**config.mk**
```make
export PLATFORM = sky130hd
export DESIGN_NAME = two_street_traffic_light_controller
export DESIGN_NICKNAME = d
export VERILOG_FILES = /design/src/tslc_pkg.sv /design/src/two_street_traffic_light_controller.sv /design/src/tslc_cfg.sv /design/src/tslc_step.sv
export VERILOG_INCLUDE_DIRS = /design/src /design/src/src
export SDC_FILE = /design/constraint.sdc
export NUM_CORES = 1
export LEC_CHECK = 0
export ABC_AREA = 0
export BUFFER_PORTS_ARGS = -buffer_cell sky130_fd_sc_hd__buf_2
export CORE_ASPECT_RATIO = 0.9
export CORE_MARGIN = 5
export CORE_UTILIZATION = 55
export CTS_BUF_LIST = sky130_fd_sc_hd__clkbuf_2
export DETAILED_ROUTE_END_ITERATION = 10
export MAX_ROUTING_LAYER = met4
export PLACE_DENSITY = 0.74
export RECOVER_POWER = 100
export SLEW_MARGIN = 20
export SYNTH_ARGS = -nofsm -noshare
export SYNTH_HDL_FRONTEND = slang
export SYNTH_HIERARCHICAL = 1
export SYNTH_SLANG_ARGS = --single-unit
```
**constraint.sdc**
```tcl
create_clock -name aclk -period 14.3 [get_ports aclk]
set_input_delay 3.575 -clock aclk [delete_from_list [all_inputs] [get_ports aclk]]
set_output_delay 3.575 -clock aclk [all_outputs]
set_load 0.02 [all_outputs]
```
**src/two_street_traffic_light_controller_macros.svh**
```systemverilog
// assertion macros for the two-street traffic light controller
`ifndef TWO_STREET_TRAFFIC_LIGHT_CONTROLLER_MACROS_SVH
`define TWO_STREET_TRAFFIC_LIGHT_CONTROLLER_MACROS_SVH

// same-cycle implication, checked out of reset
`define TSLC_ASSERT_NOW(label, clk, rstn, ante, cons) \
    label: assert property (@(posedge clk) disable iff (!rstn) (ante) |-> (cons)) \
        else $error("tslc check failed");

// next-cycle implication, checked out of reset
`define TSLC_ASSERT_NEXT(label, clk, rstn, ante, cons) \
    label: assert property (@(posedge clk) disable iff (!rstn) (ante) |=> (cons)) \
        else $error("tslc check failed");

`endif

```
**src/tslc_pkg.sv**
```systemverilog
// types and constants shared by the traffic light controller modules
package tslc_pkg;

    localparam logic [1:0] PH_ONE    = 2'd0;
    localparam logic [1:0] PH_TWO    = 2'd1;
    localparam logic [1:0] PH_MANUAL = 2'd2;

    localparam logic [5:0] PAT_ALL_STOP  = 6'h11;
    localparam logic [5:0] PAT_ONE_AMBER = 6'h21;
    localparam logic [5:0] PAT_HANDOVER  = 6'h0A;
    localparam logic [5:0] PAT_TWO_AMBER = 6'h0C;

    // active-low digit enables
    localparam logic [1:0] EN_OFF  = 2'b11;
    localparam logic [1:0] EN_ONES = 2'b10;
    localparam logic [1:0] EN_TENS = 2'b01;

    localparam logic [1:0] CFG_ONE_GREEN = 2'd0;
    localparam logic [1:0] CFG_TWO_GREEN = 2'd1;
    localparam logic [1:0] CFG_AMBER     = 2'd2;
    localparam logic [1:0] CFG_TICKS     = 2'd3;

    localparam logic [6:0]  RST_ONE_GREEN = 7'd23;
    localparam logic [6:0]  RST_TWO_GREEN = 7'd15;
    localparam logic [3:0]  RST_AMBER     = 4'd3;
    localparam logic [15:0] RST_TICKS     = 16'd100;
    localparam logic [6:0]  GREEN_MAX     = 7'd99;
    localparam logic [3:0]  AMBER_MAX     = 4'd9;

    typedef struct packed {
        logic [6:0]  one_green;
        logic [6:0]  two_green;
        logic [3:0]  amber;
        logic [15:0] ticks;
    } cfg_t;

    typedef struct packed {
        logic [1:0]  phase;
        logic [6:0]  countdown;
        logic [15:0] tick_count;
        logic        show_tens;
        logic [5:0]  lamps;
        logic        manual_next_phase;
        logic        manual_active;
    } state_t;

    typedef struct packed {
        logic [5:0] lamp_pattern;
        logic [3:0] digit_value;
        logic [1:0] digit_enable_n;
    } result_t;

endpackage

```
**src/two_street_traffic_light_controller.sv**
```systemverilog
// a result is registered and appears in the cycle after its item is accepted
// throughput: one item per cycle while m_ready takes results; the single result register frees as it is taken
// the whole step is one pass of logic from the state register to the result register
// reset (aresetn low, synchronous): street one automatic with a count of 23,
// all-stop lamps, configuration back to 23 / 15 / 3 / 100, no result pending
module two_street_traffic_light_controller (
    input  logic        aclk,
    input  logic        aresetn,
    input  logic        cfg_we,
    input  logic [1:0]  cfg_index,
    input  logic [15:0] cfg_data,
    input  logic        s_valid,
    output logic        s_ready,
    input  logic        s_mode,
    input  logic        s_auto_switch,
    input  logic        s_button_level,
    output logic        m_valid,
    input  logic        m_ready,
    output logic [5:0]  m_lamp_pattern,
    output logic [3:0]  m_digit_value,
    output logic [1:0]  m_digit_enable_n
);

    `include "two_street_traffic_light_controller_macros.svh"

    tslc_pkg::cfg_t    cfg;
    tslc_pkg::state_t  state_reg;
    tslc_pkg::state_t  state_next;
    tslc_pkg::result_t res_next;
    tslc_pkg::result_t res_reg;
    logic              m_valid_reg;
    logic              accept;

    tslc_cfg u_cfg (
        .aclk      (aclk),
        .aresetn   (aresetn),
        .cfg_we    (cfg_we),
        .cfg_index (cfg_index),
        .cfg_data  (cfg_data),
        .cfg       (cfg)
    );

    tslc_step u_step (
        .cfg          (cfg),
        .st           (state_reg),
        .mode         (s_mode),
        .auto_switch  (s_auto_switch),
        .button_level (s_button_level),
        .nxt          (state_next),
        .res          (res_next)
    );

    assign s_ready = !m_valid_reg || m_ready;
    assign accept  = s_valid && s_ready;

    always_ff @(posedge aclk) begin
        if (!aresetn) begin
            state_reg.phase             <= tslc_pkg::PH_ONE;
            state_reg.countdown         <= tslc_pkg::RST_ONE_GREEN;
            state_reg.tick_count        <= 16'd0;
            state_reg.show_tens         <= 1'b0;
            state_reg.lamps             <= tslc_pkg::PAT_ALL_STOP;
            state_reg.manual_next_phase <= 1'b0;
            state_reg.manual_active     <= 1'b0;
            m_valid_reg                 <= 1'b0;
        end else if (accept) begin
            state_reg   <= state_next;
            m_valid_reg <= 1'b1;
        end else if (m_ready) begin
            m_valid_reg <= 1'b0;
        end
    end

    always_ff @(posedge aclk) begin
        if (accept) begin
            res_reg <= res_next;
        end
    end

    assign m_valid          = m_valid_reg;
    assign m_lamp_pattern   = res_reg.lamp_pattern;
    assign m_digit_value    = res_reg.digit_value;
    assign m_digit_enable_n = res_reg.digit_enable_n;

    `TSLC_ASSERT_NOW(a_manual_phase, aclk, aresetn, state_reg.manual_active, state_reg.phase == tslc_pkg::PH_MANUAL)
    `TSLC_ASSERT_NOW(a_count_range, aclk, aresetn, 1'b1, state_reg.countdown <= tslc_pkg::GREEN_MAX)
    `TSLC_ASSERT_NOW(a_dark_zero, aclk, aresetn, m_valid_reg && (res_reg.digit_enable_n == tslc_pkg::EN_OFF), res_reg.digit_value == 4'd0)
    `TSLC_ASSERT_NOW(a_one_digit, aclk, aresetn, m_valid_reg, res_reg.digit_enable_n != 2'b00)
    `TSLC_ASSERT_NEXT(a_accept_shows, aclk, aresetn, accept, m_valid_reg)

endmodule

```
**src/tslc_cfg.sv**
```systemverilog
// configuration registers; green and amber times saturate on write, ticks are taken as written
module tslc_cfg (
    input  logic              aclk,
    input  logic              aresetn,
    input  logic              cfg_we,
    input  logic [1:0]        cfg_index,
    input  logic [15:0]       cfg_data,
    output tslc_pkg::cfg_t    cfg
);

    tslc_pkg::cfg_t cfg_reg;
    logic [6:0] green_sat;
    logic [3:0] amber_sat;

    assign green_sat = (cfg_data[6:0] > tslc_pkg::GREEN_MAX) ? tslc_pkg::GREEN_MAX
                                                              : cfg_data[6:0];
    assign amber_sat = (cfg_data[3:0] > tslc_pkg::AMBER_MAX) ? tslc_pkg::AMBER_MAX
                                                              : cfg_data[3:0];

    always_ff @(posedge aclk) begin
        if (!aresetn) begin
            cfg_reg.one_green <= tslc_pkg::RST_ONE_GREEN;
            cfg_reg.two_green <= tslc_pkg::RST_TWO_GREEN;
            cfg_reg.amber     <= tslc_pkg::RST_AMBER;
            cfg_reg.ticks     <= tslc_pkg::RST_TICKS;
        end else if (cfg_we) begin
            unique case (cfg_index)
                tslc_pkg::CFG_ONE_GREEN: cfg_reg.one_green <= green_sat;
                tslc_pkg::CFG_TWO_GREEN: cfg_reg.two_green <= green_sat;
                tslc_pkg::CFG_AMBER:     cfg_reg.amber     <= amber_sat;
                tslc_pkg::CFG_TICKS:     cfg_reg.ticks     <= cfg_data;
                default: ;
            endcase
        end
    end

    assign cfg = cfg_reg;

endmodule

```
**src/tslc_step.sv**
```systemverilog
// next-state and result logic for one item
module tslc_step (
    input  tslc_pkg::cfg_t    cfg,
    input  tslc_pkg::state_t  st,
    input  logic              mode,
    input  logic              auto_switch,
    input  logic              button_level,
    output tslc_pkg::state_t  nxt,
    output tslc_pkg::result_t res
);

    logic        resume;
    logic [1:0]  eff_phase;
    logic [6:0]  eff_c;
    logic [15:0] eff_tick;
    logic        eff_show;
    logic [15:0] tick_inc;
    logic        done;
    logic [14:0] prod;
    logic [3:0]  tens;
    logic [6:0]  ones_w;
    logic [3:0]  ones;

    // leaving manual restarts street one with a full count in the same item
    assign resume = !mode && !st.manual_active && (st.phase == tslc_pkg::PH_MANUAL)
                    && auto_switch && button_level;

    assign eff_phase = resume ? tslc_pkg::PH_ONE : st.phase;
    assign eff_c     = resume ? cfg.one_green    : st.countdown;
    assign eff_tick  = resume ? 16'd0            : st.tick_count;
    assign eff_show  = resume ? 1'b0             : st.show_tens;

    assign tick_inc = eff_tick + 16'd1;
    assign done     = (tick_inc >= cfg.ticks) || (tick_inc == 16'd0);

    // divide by ten through the reciprocal, exact for every 7-bit count (0 to 127)
    assign prod   = 15'(eff_c) * 15'd205;
    assign tens   = prod[14:11];
    assign ones_w = eff_c - 7'(tens) * 7'd10;
    assign ones   = ones_w[3:0];

    always_comb begin
        nxt                = st;
        res.lamp_pattern   = st.lamps;
        res.digit_value    = 4'd0;
        res.digit_enable_n = tslc_pkg::EN_OFF;
        if (mode) begin
            if (!auto_switch && !st.manual_active) begin
                nxt.lamps         = st.manual_next_phase ? tslc_pkg::PAT_TWO_AMBER
                                                         : tslc_pkg::PAT_ONE_AMBER;
                nxt.countdown     = 7'(cfg.amber);
                nxt.tick_count    = 16'd0;
                nxt.manual_active = 1'b1;
                nxt.phase         = tslc_pkg::PH_MANUAL;
                res.lamp_pattern  = nxt.lamps;
                res.digit_value    = cfg.amber;
                res.digit_enable_n = tslc_pkg::EN_ONES;
            end
        end else if (st.manual_active) begin
            res.digit_value    = ones;
            res.digit_enable_n = tslc_pkg::EN_ONES;
            nxt.tick_count     = done ? 16'd0 : tick_inc;
            if (done) begin
                if (st.countdown == 7'd0) begin
                    nxt.lamps             = st.manual_next_phase ? tslc_pkg::PAT_ALL_STOP
                                                                 : tslc_pkg::PAT_HANDOVER;
                    nxt.manual_next_phase = !st.manual_next_phase;
                    nxt.manual_active     = 1'b0;
                end else begin
                    nxt.countdown = st.countdown - 7'd1;
                end
            end
        end else if ((st.phase == tslc_pkg::PH_MANUAL) && !resume) begin
            // held in manual, lamps kept, digits dark
        end else if ((st.phase != tslc_pkg::PH_MANUAL) && !auto_switch && button_level) begin
            nxt.phase        = tslc_pkg::PH_MANUAL;
            nxt.lamps        = tslc_pkg::PAT_ALL_STOP;
            nxt.countdown    = cfg.one_green;
            nxt.tick_count   = 16'd0;
            nxt.show_tens    = 1'b0;
            res.lamp_pattern = tslc_pkg::PAT_ALL_STOP;
        end else begin
            nxt.phase = eff_phase;
            if (eff_phase == tslc_pkg::PH_ONE) begin
                if (eff_c == 7'd0)
                    nxt.lamps = tslc_pkg::PAT_HANDOVER;
                else if (eff_c <= 7'(cfg.amber))
                    nxt.lamps = tslc_pkg::PAT_ONE_AMBER;
                else
                    nxt.lamps = tslc_pkg::PAT_ALL_STOP;
            end else begin
                if (eff_c == 7'd0)
                    nxt.lamps = tslc_pkg::PAT_ALL_STOP;
                else if (eff_c <= 7'(cfg.amber))
                    nxt.lamps = tslc_pkg::PAT_TWO_AMBER;
                else
                    nxt.lamps = tslc_pkg::PAT_HANDOVER;
            end
            res.lamp_pattern   = nxt.lamps;
            res.digit_value    = eff_show ? tens : ones;
            res.digit_enable_n = eff_show ? tslc_pkg::EN_TENS : tslc_pkg::EN_ONES;
            nxt.show_tens      = !eff_show;
            nxt.tick_count     = done ? 16'd0 : tick_inc;
            nxt.countdown      = eff_c;
            if (done) begin
                if (eff_c == 7'd0) begin
                    if (eff_phase == tslc_pkg::PH_ONE) begin
                        nxt.phase     = tslc_pkg::PH_TWO;
                        nxt.countdown = cfg.two_green;
                    end else begin
                        nxt.phase     = tslc_pkg::PH_ONE;
                        nxt.countdown = cfg.one_green;
                    end
                end else begin
                    nxt.countdown = eff_c - 7'd1;
                end
            end
        end
    end

endmodule
```
==> results.toml <==
[clock_tree]
cts_buffers = 9
postCtsSetupBuffers = 0
clockRootBuffer = "clkbuf_2"
clock_latency_ns = 0.60
clkSlewWorstSetupHoldPaths_ns = 0.23
clockBufferDepth = 2
cts_resized = 0
cts_sinks = 81
cts_hold_buf = 0
cts_tree = "yes"
h-tree-depth = 3

[die]
row_count = 38
initial_core_util_pct = 56.1
ios = 40
die_area_sq_mm = 0.0146
core_area_sq_mm = 0.0120
dieWidth_um = 127
die_y_um = 115

[synthesis]
ys.flop_type = "dfxtp_1"
synth-seq-cells = 81
synth-seq-area-share_pct = 25.8
yosysUniqueCellTypes = 80
netlist_instances = 857
avgSynthCellArea_sq_um = 7.87
synth_nets = 951
netlist.area_leader.share_pct = 20.5
synth_area_sq_mm = 0.00674
yosys_warnings = 6
synth_edf_count = 12
ys_top_cells_by_area = "dfxtp_1 (20%), ha_1 (11%), nand2_1 (8.9%)"
synth_top_area_cell = "dfxtp_1"
synthArstFlopShare_pct = 0

[status]
violations = "capacitance limit, slew limit"
status = "complete, but fails checks"

[grt]
grt_start_max_net_pins = 98
grt_pass1_wl_um = 27600
grtUsageMet3_pct = 5.53
grt_util_all_layers_pct = 24.0
busiest_layer = "met2"
antenna_found_initial = 0
use_met2_pct = 35.7
grt_remaining_overflow = 0
globalRouteMet1Util_pct = 32.6
grt_pass1_vias = 5710

[routing]
first_pass_iters = 5
drtIter0Drc = 476
routedWlPerCell_um = 16.2
drt_wl_total_um = 16600
antenna_left = 0
drcViolationCount = 0
num_vias = 6066
viasPerCell = 5.90

[place]
postPlaceCellArea_sq_mm = 0.00689
gp_congestion = 1.02
pre_cts_slack_ns = 4.06
dp_hpwl_um = 12400
portBuffers = 39

[pwr]
seq_power_share_pct = 46.1
comb_power_share_pct = 31.5
p_clk_share_pct = 22.5
p_leak_nw = 3.01
peakVddDrop_mv = 0.0612
intPower_uw = 351
power_uw = 550
netSwitchingPower_uw = 199
p_per_area_mw_per_mm2 = 79.2
p_sw_share_pct = 36.1

[sta]
period_share_pct = 72.3
finalWorstSetupSlack_ns = 3.96
clock_skew_ns = 0.0302
setup_viol = 0
hold_viol_final = 0
maxSlewHeadroom_pct = -144
max_freq_mhz = 96.8
rsz0062_at_grt = "false"
tightest_slew_ns = 3.65
hold_ws_ns = 0.473
final.setup.tns_ns = 0
fin_crit_ns = 10.34
finalMaxSlewViolations = 161

[flow_run]
drv_cap = 3

[finish]
regArea_sq_mm = 0.00174
drive_above_1_share_pct = 6.10
area_growth_pct = 3.10
multiInputGateArea_sq_mm = 0.00445
nNetsFinal = 958
num-fill-cells = 1163
fin_area_sq_mm = 0.00695
antenna_cells = 0

[critical_path]
max_stage_delay_ns = 1.19
arrival_ns = 10.70
path_depth = 24
critPathTopFamily = "adder cells"
worstSetupPathType = "input pin to register"
r2r.worst_path.cells = 23
start_kind = "input pin"
crit_path_top_delay_cell = "nor2_1"
path_cells = "clkbuf_1 -> nand4bb_1 -> nor2_1 -> mux2i_1 -> inv_1 -> ha_1 -> ha_1 -> fa_1 -> inv_1 -> fa_1 -> inv_1 -> ha_1 -> nand2_1 -> a31oi_1 -> a21oi_1 -> o21a_1 -> xnor2_1 -> ha_1 -> inv_1 -> fa_1 -> xnor2_1 -> xnor2_1 -> xnor2_1 -> a21o_1"
crit_fanout = 20
critPathBufInv = 5
cp-end-kind = "register"
cp.required_ns = 14.67

[worst_hold_path]
hold_depth = 2
min_path_type = "register to register"
cells in the mapped netlist, drive strengths merged (3+ instances only):
master / count
o211ai: 14
a22o: 17
or2: 3
inv: 65
a211oi: 6
clkbuf: 26
a32oi: 3
a22oi: 4
a31oi: 6
o311ai: 4
and2: 7
or3b: 3
mux2i: 46
a21o: 7
fa: 9
nor4: 5
dfxtp: 69
nand3b: 4
or3: 5
nand2b: 5
nor3: 18
nand4: 7
xor2: 8
a21oi: 32
o21a: 3
o2111ai: 3
nor2: 67
nand3: 35
o21ai: 47
ha: 59
o41ai: 3
mux2: 3
edfxtp: 12
o22ai: 6
a21boi: 24
nand2: 160
xnor2: 13
buf: 20
nor2b: 4
o221ai: 3
cells in the final DEF (no fill, tap or decap), types with 5 or more instances in the layout:
cell and n:
fa_1 9, clkbuf_2 9, dfxtp_1 69, or3_1 5, a21boi_0 22, ha_1 59
a21oi_1 31, o21ai_0 46, nand4_1 6, nand3_1 33, xnor2_1 13, o211ai_1 14
nand2b_1 5, inv_1 65, mux2i_1 46, buf_2 24, nor2_1 67, xor2_1 8
a21o_1 7, nor3_1 16, nand2_1 160, a22o_1 17, a211oi_1 6, a31oi_1 6
edfxtp_1 12, and2_1 5, clkbuf_1 16, o22ai_1 6
per-stage QoR:
step	cells	utilization, %
2_1_floorplan	857	-
3_3_place_gp	1013	57.3
3_5_place_dp	1013	57.3
4_1_cts	1029	58.3
5_1_grt	1029	57.8
6_report	1029	57.8
final timing paths:
kind,from,end,slack (ns)
worst min-delay path,u_cfg/cfg[8],u_cfg/cfg[8],0.47
worst min register to register,u_cfg/cfg[8],u_cfg/cfg[8],0.47
worst max register to register,state_reg[0],m_digit_value[3],6.81
worst max-delay path,s_mode,m_digit_value[3],3.96
per-layer routing:
metal,share of wire (%),wire (um)
met5,0,0
met2,41,6860
met3,8.4,1400
met4,2.1,342
met1,48,8020
tightest hold or removal path: cells and delay by family, from the launching register on:
family	cells	cell delay, ns
compound gates	1	0.05
flops	1	0.36
simple gates	1	0.05
kinds of logic (layout without fill, tap and decap cells):
logic type	count (synthesis)	in the layout	synth area share, %
xor gates and xnor gates	21	21	2.73
muxes	49	49	7.44
and+or+nand+nor	332	332	23.1
buffers and inverters	111	123	7.61
AOI/OAI and AO/OA	195	195	19.7
adders and majority gates	68	68	13.6
DFF	81	81	25.8
power groups by stage:
stage / clock [mW] / sequential (mW) / combinational, mW
after floorplan: 0 / 0.259 / 0.127
after global placement: 0 / 0.257 / 0.166
after detailed placement: 0 / 0.258 / 0.171
after CTS: 0.129 / 0.253 / 0.172
after global routing: 0.137 / 0.255 / 0.193
final: 0.124 / 0.254 / 0.173
cell type report:
cell class	instances	share of cell area, %
inverters	65	3.51
well taps	160	2.88
flip-flops and latches	81	25.1
multi-input cells	665	64.1
clock inverters	7	1.03
repair buffers	42	2.81
clock buffers	9	0.648
No activity file was read; power rests on OpenSTA's default activity.
